`src/hdl/sso_pkg.sv`:
```
`default_nettype none

package sso_pkg;

    // event kinds
    localparam logic [1:0] REQ_TICK = 2'd0;
    localparam logic [1:0] REQ_TRIG = 2'd1;
    localparam logic [1:0] REQ_BYTE = 2'd2;

    // serial byte codes
    localparam logic [7:0] CR_BYTE   = 8'h0D;
    localparam logic [7:0] STOP_BYTE = 8'd115;
    localparam logic [7:0] DIGIT_LO  = 8'd48;
    localparam logic [7:0] DIGIT_HI  = 8'd57;

    // digit slot codes
    localparam logic [1:0] SLOT_FIRST  = 2'd0;
    localparam logic [1:0] SLOT_SECOND = 2'd1;
    localparam logic [1:0] SLOT_THIRD  = 2'd2;
    localparam logic [1:0] SLOT_UNUSED = 2'd3;

    // register map, selected by paddr[2]
    localparam logic REG_DEFAULT_UNITS = 1'b0;
    localparam logic REG_UNIT_SCALE    = 1'b1;

    localparam logic [7:0]  DEFAULT_UNITS_RST = 8'd5;
    localparam logic [15:0] UNIT_SCALE_RST    = 16'd1000;

    typedef struct packed {
        logic [1:0] req_type;
        logic [7:0] rx_byte;
        logic       pin_high;
    } evt_t;

    typedef struct packed {
        logic [7:0]  default_units;
        logic [15:0] unit_scale;
    } cfg_t;

    typedef struct packed {
        logic        pulse_active;
        logic [7:0]  setting_value;
        logic        remote_mode;
        logic [15:0] ticks_left;
    } res_t;

endpackage

`default_nettype wire

```
`src/hdl/sso_apb.sv`:
```
`default_nettype none

module sso_apb
    import sso_pkg::*;
(
    input  wire logic        aclk,
    input  wire logic        aresetn,
    input  wire logic        psel,
    input  wire logic        penable,
    input  wire logic        pwrite,
    input  wire logic [2:0]  paddr,
    input  wire logic [31:0] pwdata,
    output logic      [31:0] prdata,
    output logic             pready,
    output cfg_t             cfg
);

    cfg_t cfg_reg;
    cfg_t cfg_next;
    logic wr_en;

    assign pready = 1'b1;
    assign wr_en  = psel & penable & pwrite;

    always_comb begin
        cfg_next = cfg_reg;
        if (wr_en) begin
            case (paddr[2])
                REG_DEFAULT_UNITS: cfg_next.default_units = pwdata[7:0];
                REG_UNIT_SCALE:    cfg_next.unit_scale    = pwdata[15:0];
                default:           cfg_next = cfg_reg;
            endcase
        end
    end

    always_ff @(posedge aclk) begin
        if (!aresetn) begin
            cfg_reg.default_units <= DEFAULT_UNITS_RST;
            cfg_reg.unit_scale    <= UNIT_SCALE_RST;
        end else begin
            cfg_reg <= cfg_next;
        end
    end

    always_comb begin
        case (paddr[2])
            REG_DEFAULT_UNITS: prdata = {24'd0, cfg_reg.default_units};
            REG_UNIT_SCALE:    prdata = {16'd0, cfg_reg.unit_scale};
            default:           prdata = 32'd0;
        endcase
    end

    assign cfg = cfg_reg;

endmodule

`default_nettype wire

```
`src/hdl/sso_in_reg.sv`:
```
`default_nettype none

module sso_in_reg
    import sso_pkg::*;
(
    input  wire logic aclk,
    input  wire logic aresetn,
    input  wire logic s_valid,
    output logic      s_ready,
    input  wire evt_t s_evt,
    input  wire logic take,     // core consumes the held transaction
    output logic      evt_valid,
    output evt_t      evt
);

    logic evt_valid_reg;
    logic evt_valid_next;
    evt_t evt_reg;

    assign s_ready        = !evt_valid_reg || take;
    assign evt_valid_next = (s_valid && s_ready) || (evt_valid_reg && !take);

    always_ff @(posedge aclk) begin
        if (!aresetn) begin
            evt_valid_reg <= 1'b0;
        end else begin
            evt_valid_reg <= evt_valid_next;
        end
    end

    always_ff @(posedge aclk) begin
        if (s_valid && s_ready) begin
            evt_reg <= s_evt;
        end
    end

    assign evt_valid = evt_valid_reg;
    assign evt       = evt_reg;

endmodule

`default_nettype wire

```
`src/hdl/sso_core.sv`:
```
`default_nettype none

module sso_core
    import sso_pkg::*;
#(
    parameter int COUNT_WIDTH = 16
) (
    input  wire logic aclk,
    input  wire logic aresetn,
    input  wire logic evt_valid,
    input  wire evt_t evt,
    input  wire cfg_t cfg,
    output logic      take,
    output logic      m_valid,
    input  wire logic m_ready,
    output res_t      res
);

    localparam int PROD_WIDTH = 24;

    logic [7:0]             partial_reg,  partial_next;
    logic [3:0]             first_reg,    first_next;
    logic [3:0]             second_reg,   second_next;
    logic [3:0]             last_reg,     last_next;
    logic [1:0]             slot_reg,     slot_next;
    logic                   remote_reg,   remote_next;
    logic [7:0]             setting_reg,  setting_next;
    logic [COUNT_WIDTH-1:0] ticks_reg,    ticks_next;
    logic                   pulse_reg,    pulse_next;
    logic                   out_valid_reg;
    res_t                   res_reg;

    logic [7:0]                        units;
    logic [PROD_WIDTH-1:0]             prod;
    logic [COUNT_WIDTH+PROD_WIDTH-1:0] prod_ext;
    logic [COUNT_WIDTH-1:0]            ticks_dec;
    logic [COUNT_WIDTH+15:0]           ticks_ext;
    logic [7:0]                        f8, s8, l8;

    assign take = evt_valid && (!out_valid_reg || m_ready);

    assign units     = remote_reg ? setting_reg : cfg.default_units;
    assign prod      = PROD_WIDTH'(units) * PROD_WIDTH'(cfg.unit_scale);
    assign prod_ext  = (COUNT_WIDTH+PROD_WIDTH)'(prod);
    assign ticks_dec = ticks_reg - COUNT_WIDTH'(1);

    always_comb begin
        partial_next = partial_reg;
        first_next   = first_reg;
        second_next  = second_reg;
        last_next    = last_reg;
        slot_next    = slot_reg;
        remote_next  = remote_reg;
        setting_next = setting_reg;
        ticks_next   = ticks_reg;
        pulse_next   = pulse_reg;
        f8 = 8'd0;
        s8 = 8'd0;
        l8 = 8'd0;
        case (evt.req_type)
            REQ_TICK: begin
                ticks_next = ticks_dec;
                if (ticks_dec == '0) begin
                    pulse_next = 1'b0;
                end
            end
            REQ_TRIG: begin
                if (evt.pin_high) begin
                    ticks_next = prod_ext[COUNT_WIDTH-1:0];
                    pulse_next = 1'b1;
                end
            end
            REQ_BYTE: begin
                if (evt.rx_byte == CR_BYTE) begin
                    setting_next = partial_reg;
                    last_next    = 4'd0;
                    partial_next = 8'd0;
                    slot_next    = SLOT_FIRST;
                    remote_next  = 1'b1;
                end else begin
                    // non-digit bytes reuse the previous digit
                    if (evt.rx_byte inside {[DIGIT_LO:DIGIT_HI]}) begin
                        last_next = 4'(evt.rx_byte - DIGIT_LO);
                    end
                    f8 = {4'd0, first_reg};
                    s8 = {4'd0, second_reg};
                    l8 = {4'd0, last_next};
                    case (slot_reg)
                        SLOT_FIRST: begin
                            partial_next = l8;
                            first_next   = last_next;
                            slot_next    = SLOT_SECOND;
                        end
                        SLOT_SECOND: begin
                            partial_next = f8 * 8'd10 + l8;
                            second_next  = last_next;
                            slot_next    = SLOT_THIRD;
                        end
                        SLOT_THIRD: begin
                            partial_next = f8 * 8'd100 + s8 * 8'd10 + l8;
                        end
                        default: begin
                            partial_next = partial_reg;
                        end
                    endcase
                    if (evt.rx_byte == STOP_BYTE) begin
                        remote_next = 1'b0;
                    end
                end
            end
            default: begin
                pulse_next = pulse_reg;
            end
        endcase
    end

    assign ticks_ext = (COUNT_WIDTH+16)'(ticks_next);

    always_ff @(posedge aclk) begin
        if (!aresetn) begin
            partial_reg   <= 8'd0;
            first_reg     <= 4'd0;
            second_reg    <= 4'd0;
            last_reg      <= 4'd0;
            slot_reg      <= SLOT_FIRST;
            remote_reg    <= 1'b0;
            setting_reg   <= 8'd0;
            ticks_reg     <= '0;
            pulse_reg     <= 1'b0;
            out_valid_reg <= 1'b0;
        end else begin
            if (take) begin
                partial_reg <= partial_next;
                first_reg   <= first_next;
                second_reg  <= second_next;
                last_reg    <= last_next;
                slot_reg    <= slot_next;
                remote_reg  <= remote_next;
                setting_reg <= setting_next;
                ticks_reg   <= ticks_next;
                pulse_reg   <= pulse_next;
            end
            if (take) begin
                out_valid_reg <= 1'b1;
            end else if (m_ready) begin
                out_valid_reg <= 1'b0;
            end
        end
    end

    always_ff @(posedge aclk) begin
        if (take) begin
            res_reg.pulse_active  <= pulse_next;
            res_reg.setting_value <= setting_next;
            res_reg.remote_mode   <= remote_next;
            res_reg.ticks_left    <= ticks_ext[15:0];
        end
    end

    assign m_valid = out_valid_reg;
    assign res     = res_reg;

    // slot code three is never entered
    a_slot_legal: assert property (@(posedge aclk) disable iff (!aresetn)
        slot_reg != SLOT_UNUSED)
        else $error("digit slot reached unused code");

    a_trig_starts: assert property (@(posedge aclk) disable iff (!aresetn)
        take && evt.req_type == REQ_TRIG && evt.pin_high |=> pulse_reg)
        else $error("trigger did not start pulse");

    a_cr_commit: assert property (@(posedge aclk) disable iff (!aresetn)
        take && evt.req_type == REQ_BYTE && evt.rx_byte == CR_BYTE
        |=> remote_reg && slot_reg == SLOT_FIRST && partial_reg == 8'd0)
        else $error("return byte did not commit setting");

    a_res_mirrors: assert property (@(posedge aclk) disable iff (!aresetn)
        take |=> res_reg.pulse_active == pulse_reg
                 && res_reg.remote_mode == remote_reg
                 && res_reg.setting_value == setting_reg)
        else $error("result register disagrees with state");

endmodule

`default_nettype wire

```
`src/hdl/serial_set_oneshot_timer_core.sv`:
```
// Channel  | Direction | Ports                                   | Transfer
// ---------+-----------+-----------------------------------------+-----------------
// s_       | in        | req_type, rx_byte, pin_high             | s_valid & s_ready
// m_       | out       | pulse_active, setting_value,            | m_valid & m_ready
//          |           | remote_mode, ticks_left                 |
// APB      | in        | default_units @0x0, unit_scale @0x4     | psel&penable&pwrite
//
// An accepted event sits in the input register; once the core takes it, the state
// update (8x16 multiply for a load, decrement, digit build) runs and the result is
// loaded, raising m_valid; one transaction per cycle while m_ready stays high.
// Reset (aresetn low, synchronous) clears timer and digit state, default_units=5,
// unit_scale=1000. s_ready drops only when both the input and result registers
// hold data and m_ready is low.
`default_nettype none

module serial_set_oneshot_timer_core
    import sso_pkg::*;
#(
    parameter int COUNT_WIDTH = 16   // countdown register width, 8..32
) (
    input  wire logic        aclk,
    input  wire logic        aresetn,
    // event channel
    input  wire logic        s_valid,
    output logic             s_ready,
    input  wire logic [1:0]  s_req_type,
    input  wire logic [7:0]  s_rx_byte,
    input  wire logic        s_pin_high,
    // result channel
    output logic             m_valid,
    input  wire logic        m_ready,
    output logic             m_pulse_active,
    output logic [7:0]       m_setting_value,
    output logic             m_remote_mode,
    output logic [15:0]      m_ticks_left,
    // configuration
    input  wire logic        psel,
    input  wire logic        penable,
    input  wire logic        pwrite,
    input  wire logic [2:0]  paddr,
    input  wire logic [31:0] pwdata,
    output logic      [31:0] prdata,
    output logic             pready
);

    evt_t s_evt;
    evt_t evt;
    logic evt_valid;
    logic take;
    cfg_t cfg;
    res_t res;

    assign s_evt.req_type = s_req_type;
    assign s_evt.rx_byte  = s_rx_byte;
    assign s_evt.pin_high = s_pin_high;

    // configuration registers
    sso_apb u_apb (
        .aclk    (aclk),
        .aresetn (aresetn),
        .psel    (psel),
        .penable (penable),
        .pwrite  (pwrite),
        .paddr   (paddr),
        .pwdata  (pwdata),
        .prdata  (prdata),
        .pready  (pready),
        .cfg     (cfg)
    );

    // input register; frees itself whenever the core takes its transaction
    sso_in_reg u_in (
        .aclk      (aclk),
        .aresetn   (aresetn),
        .s_valid   (s_valid),
        .s_ready   (s_ready),
        .s_evt     (s_evt),
        .take      (take),
        .evt_valid (evt_valid),
        .evt       (evt)
    );

    // timer and digit state with the result register
    sso_core #(
        .COUNT_WIDTH (COUNT_WIDTH)
    ) u_core (
        .aclk      (aclk),
        .aresetn   (aresetn),
        .evt_valid (evt_valid),
        .evt       (evt),
        .cfg       (cfg),
        .take      (take),
        .m_valid   (m_valid),
        .m_ready   (m_ready),
        .res       (res)
    );

    assign m_pulse_active  = res.pulse_active;
    assign m_setting_value = res.setting_value;
    assign m_remote_mode   = res.remote_mode;
    assign m_ticks_left    = res.ticks_left;

endmodule

`default_nettype wire

```
`config.mk`:
```
export PLATFORM = sky130hd
export DESIGN_NAME = serial_set_oneshot_timer_core
export DESIGN_NICKNAME = d
export VERILOG_FILES = /design/src/hdl/sso_pkg.sv /design/src/hdl/sso_apb.sv /design/src/hdl/sso_in_reg.sv /design/src/hdl/sso_core.sv /design/src/hdl/serial_set_oneshot_timer_core.sv
export SDC_FILE = /design/constraint.sdc
export NUM_CORES = 1
export LEC_CHECK = 0
export BUFFER_PORTS_ARGS = -buffer_cell sky130_fd_sc_hd__buf_2
export CELL_PAD_IN_SITES_DETAIL_PLACEMENT = 1
export CELL_PAD_IN_SITES_GLOBAL_PLACEMENT = 2
export CORE_MARGIN = 3
export CORE_UTILIZATION = 37
export CTS_CLUSTER_DIAMETER = 120
export DETAILED_ROUTE_END_ITERATION = 8
export PLACE_DENSITY_LB_ADDON = 0.2
export SYNTH_ARGS = -nofsm -noshare
export SYNTH_HDL_FRONTEND = slang
export SYNTH_HIERARCHICAL = 1
export SYNTH_SLANG_ARGS = --single-unit
```
`constraint.sdc`:
```
create_clock -name aclk -period 5.7 [get_ports aclk]
set_input_delay 1.14 -clock aclk [delete_from_list [all_inputs] [get_ports aclk]]
set_output_delay 1.14 -clock aclk [all_outputs]
set_load 0.01 [all_outputs]
```
==> results.py <==
metrics = {
    "clock_network": {
        "post_cts_resize_count": 0,
        "cts_tree": "built",
        "cts_buffers": 9,
        "clockRootBuffer": "clkbuf_16",
        "clk_latency_ps": 360,
        "path_clk_slew_ps": 80,
        "cts_hold_buf": 0,
        "clock-sinks": 111,
        "cts.path.max_buffers": 2,
        "cts_setup_buffers": 0,
        "htree_num_levels": 3,
    },
    "setup_path": {
        "worstPathCellList": "buf_12 -> mux2i_1 -> buf_12 -> nand2b_1 -> fa_1 -> fa_1 -> inv_1 -> fa_1 -> inv_1 -> fa_1 -> inv_1 -> ha_1 -> and3_1 -> a22oi_2 -> nor2b_1 -> o21bai_1 -> a21oi_1 -> xor2_1 -> o221ai_1 -> o21ba_2",
        "crit_path_end_kind": "register",
        "critical_path.most_common_cell": "fa_1",
        "critPathKind": "reg -> reg",
        "regToRegSetupSlack_ps": 270,
        "slowest_delay_ps": 560,
        "worst_ep_required_time_ps": 5960,
        "crit_buf_inv": 5,
        "slowest_stage": "fa_1",
        "critPathTopFamily": "adder cells",
        "worstPathArrival_ps": 5690,
        "crit_path_max_fanout": 11,
        "startpoint_type": "register",
    },
    "yosys": {
        "yosys_warnings": 6,
        "synthArstFlopShare": 0,
        "synth-main-ff-cell": "dfxtp_1",
        "avgSynthCellArea_um2": 9.24,
        "synth_edf_count": 37,
        "ys_seq_area_frac": 0.286,
        "ys_seq_elements": 111,
        "synth_cells": 980,
        "synth_cell_type_count": 74,
        "syn-cell-area_mm2": 0.00906,
    },
    "timing": {
        "worstMarginPinSlew_ps": 852,
        "setup_violations": 0,
        "finalCritPeriodShare": 0.953,
        "fmax_mhz": 184,
        "finalClockSkew_ps": 8.19,
        "rsz0062_at_grt": "no",
        "fin_crit_ps": 5430,
        "whs_ps": 486,
        "hold_viol": 0,
        "max-slew-margin-rel": 0.432,
        "drv_slew": 0,
        "setup_tns_ps": 0,
        "setup_ws_ps": 265,
    },
    "die": {
        "dieArea_mm2": 0.0264,
        "row_count": 56,
        "start_util": 0.381,
        "ios": 114,
        "fp.dieW_um": 162,
        "fp.coreArea_mm2": 0.0238,
        "die_h_um": 162,
    },
    "placed_design": {
        "placed_cells": 1355,
        "port_buffers": 78,
        "dp_hpwl_um": 17500,
        "place_ws_ps": 173,
        "gp_congestion": 0.770,
    },
    "global_routing": {
        "use_met1": 0.256,
        "grt.overflow.total": 0,
        "grt_usage": 0.179,
        "busiest_layer": "met2",
        "antenna_found_initial": 0,
        "grt_pass1_vias": 7078,
        "grt_max_degree": 58,
        "grt_util_met3": 0.0254,
        "grt_pass1_wl_um": 37800,
        "grtUsageMet2": 0.292,
    },
    "power_and_ir_drop": {
        "vdd.ir_drop.worst_mv": 0.157,
        "p_per_area_mw_per_mm2": 206,
        "leakagePower_nw": 4.26,
    },
    "layout": {
        "drive_gt1_frac": 0.143,
        "final_cells": 1371,
        "final_cell_mix": "nand2_1, inv_1, nor2b_1",
        "syn_to_final_growth_pct": 11.0,
        "largest_reg_flops": 26,
        "num_antenna_cells": 0,
        "final.fill_count": 2815,
        "final_common_cell": "nand2_1",
        "layout.nets": 1218,
    },
    "route": {
        "vias": 6791,
        "ant_nets": 0,
        "wirelength_um": 22900,
        "drt_iter0_markers": 346,
        "drt_pass1_iterations": 6,
        "post_drt_wl_per_cell_um": 16.7,
        "drc": 0,
        "viasPerCell": 4.95,
    },
    "outcome": {
        "status": "complete, no violations",
    },
    "min_path": {
        "hold_class": "reg -> reg",
    },
    "run": {
        "maxCapViolCount": 0,
    },
}
worst min-delay path, delay by kind of cell (launching register included):
kind | cells | cell delay, ps
multiplexers | 1 | 60
AND/OR/NAND/NOR | 1 | 60
flip-flops | 1 | 330
synth_stat cells (7+ instances only):
library cell,count,area share
a21boi_0,26,0.022
xor2_1,11,0.011
nand2_1,114,0.047
fa_1,66,0.15
a21oi_1,36,0.020
mux2i_1,34,0.038
ha_1,52,0.072
nor2b_1,85,0.059
buf_4,18,0.015
a22oi_1,12,0.0099
inv_1,99,0.041
edfxtp_1,37,0.12
nor2_1,36,0.015
nand2b_1,14,0.0097
xnor2_1,27,0.026
nor3_1,14,0.0077
mux2_2,18,0.022
nand3_1,15,0.0083
o21ai_0,25,0.014
dfxtp_1,74,0.16
clkbuf_1,30,0.012
and2_1,34,0.023
o22ai_1,7,0.0048
layout make-up:
cell class,count,area [µm²],share of cell area
multi-input cells,728,5830,0.580
flip-flops and latches,111,2590,0.258
repair buffers,96,551,0.0548
inverters,101,379,0.0377
clock buffers,11,233,0.0232
clock inverters,5,66.3,0.00660
well taps,319,399,0.0397
per-layer routing:
metal  share of wire  vias up
met1            0.50     3347
met2            0.47       81
li1                -     3350
met5               0        -
met4           0.012        0
met3           0.026       13
per-stage QoR:
step,instance area (µm²),util,power (mW)
after global routing,10000,0.423,2.20
after detailed placement,9740,0.410,1.44
after global placement,9740,0.410,1.43
final,10000,0.423,2.07
after floorplan,9110,-,1.28
after CTS,10000,0.423,2.10
power breakdown:
part,switching [mW],internal (mW)
logic,0.312,0.211
registers,0.0343,0.857
clock network,0.314,0.347
path summary, 6_finish.rpt:
kind | from | endpoint | depth (start not counted)
setup / recovery | u_core/remote_reg | u_core/ticks_reg[11] | 20
hold reg to reg | u_apb/cfg[20] | u_apb/cfg[20] | 2
hold / removal | u_apb/cfg[20] | u_apb/cfg[20] | 2
setup reg to reg | u_core/remote_reg | u_core/ticks_reg[11] | 20
logic make-up after synthesis:
family,count (synthesis),synth area share
simple gates,347,0.200
buf+inv,156,0.0771
compound gates,150,0.110
fa+ha+maj,118,0.218
flops,111,0.286
mux,56,0.0671
xor+xnor,40,0.0410
other cells,2,0.000829
Power figures use the tool's default switching activity.
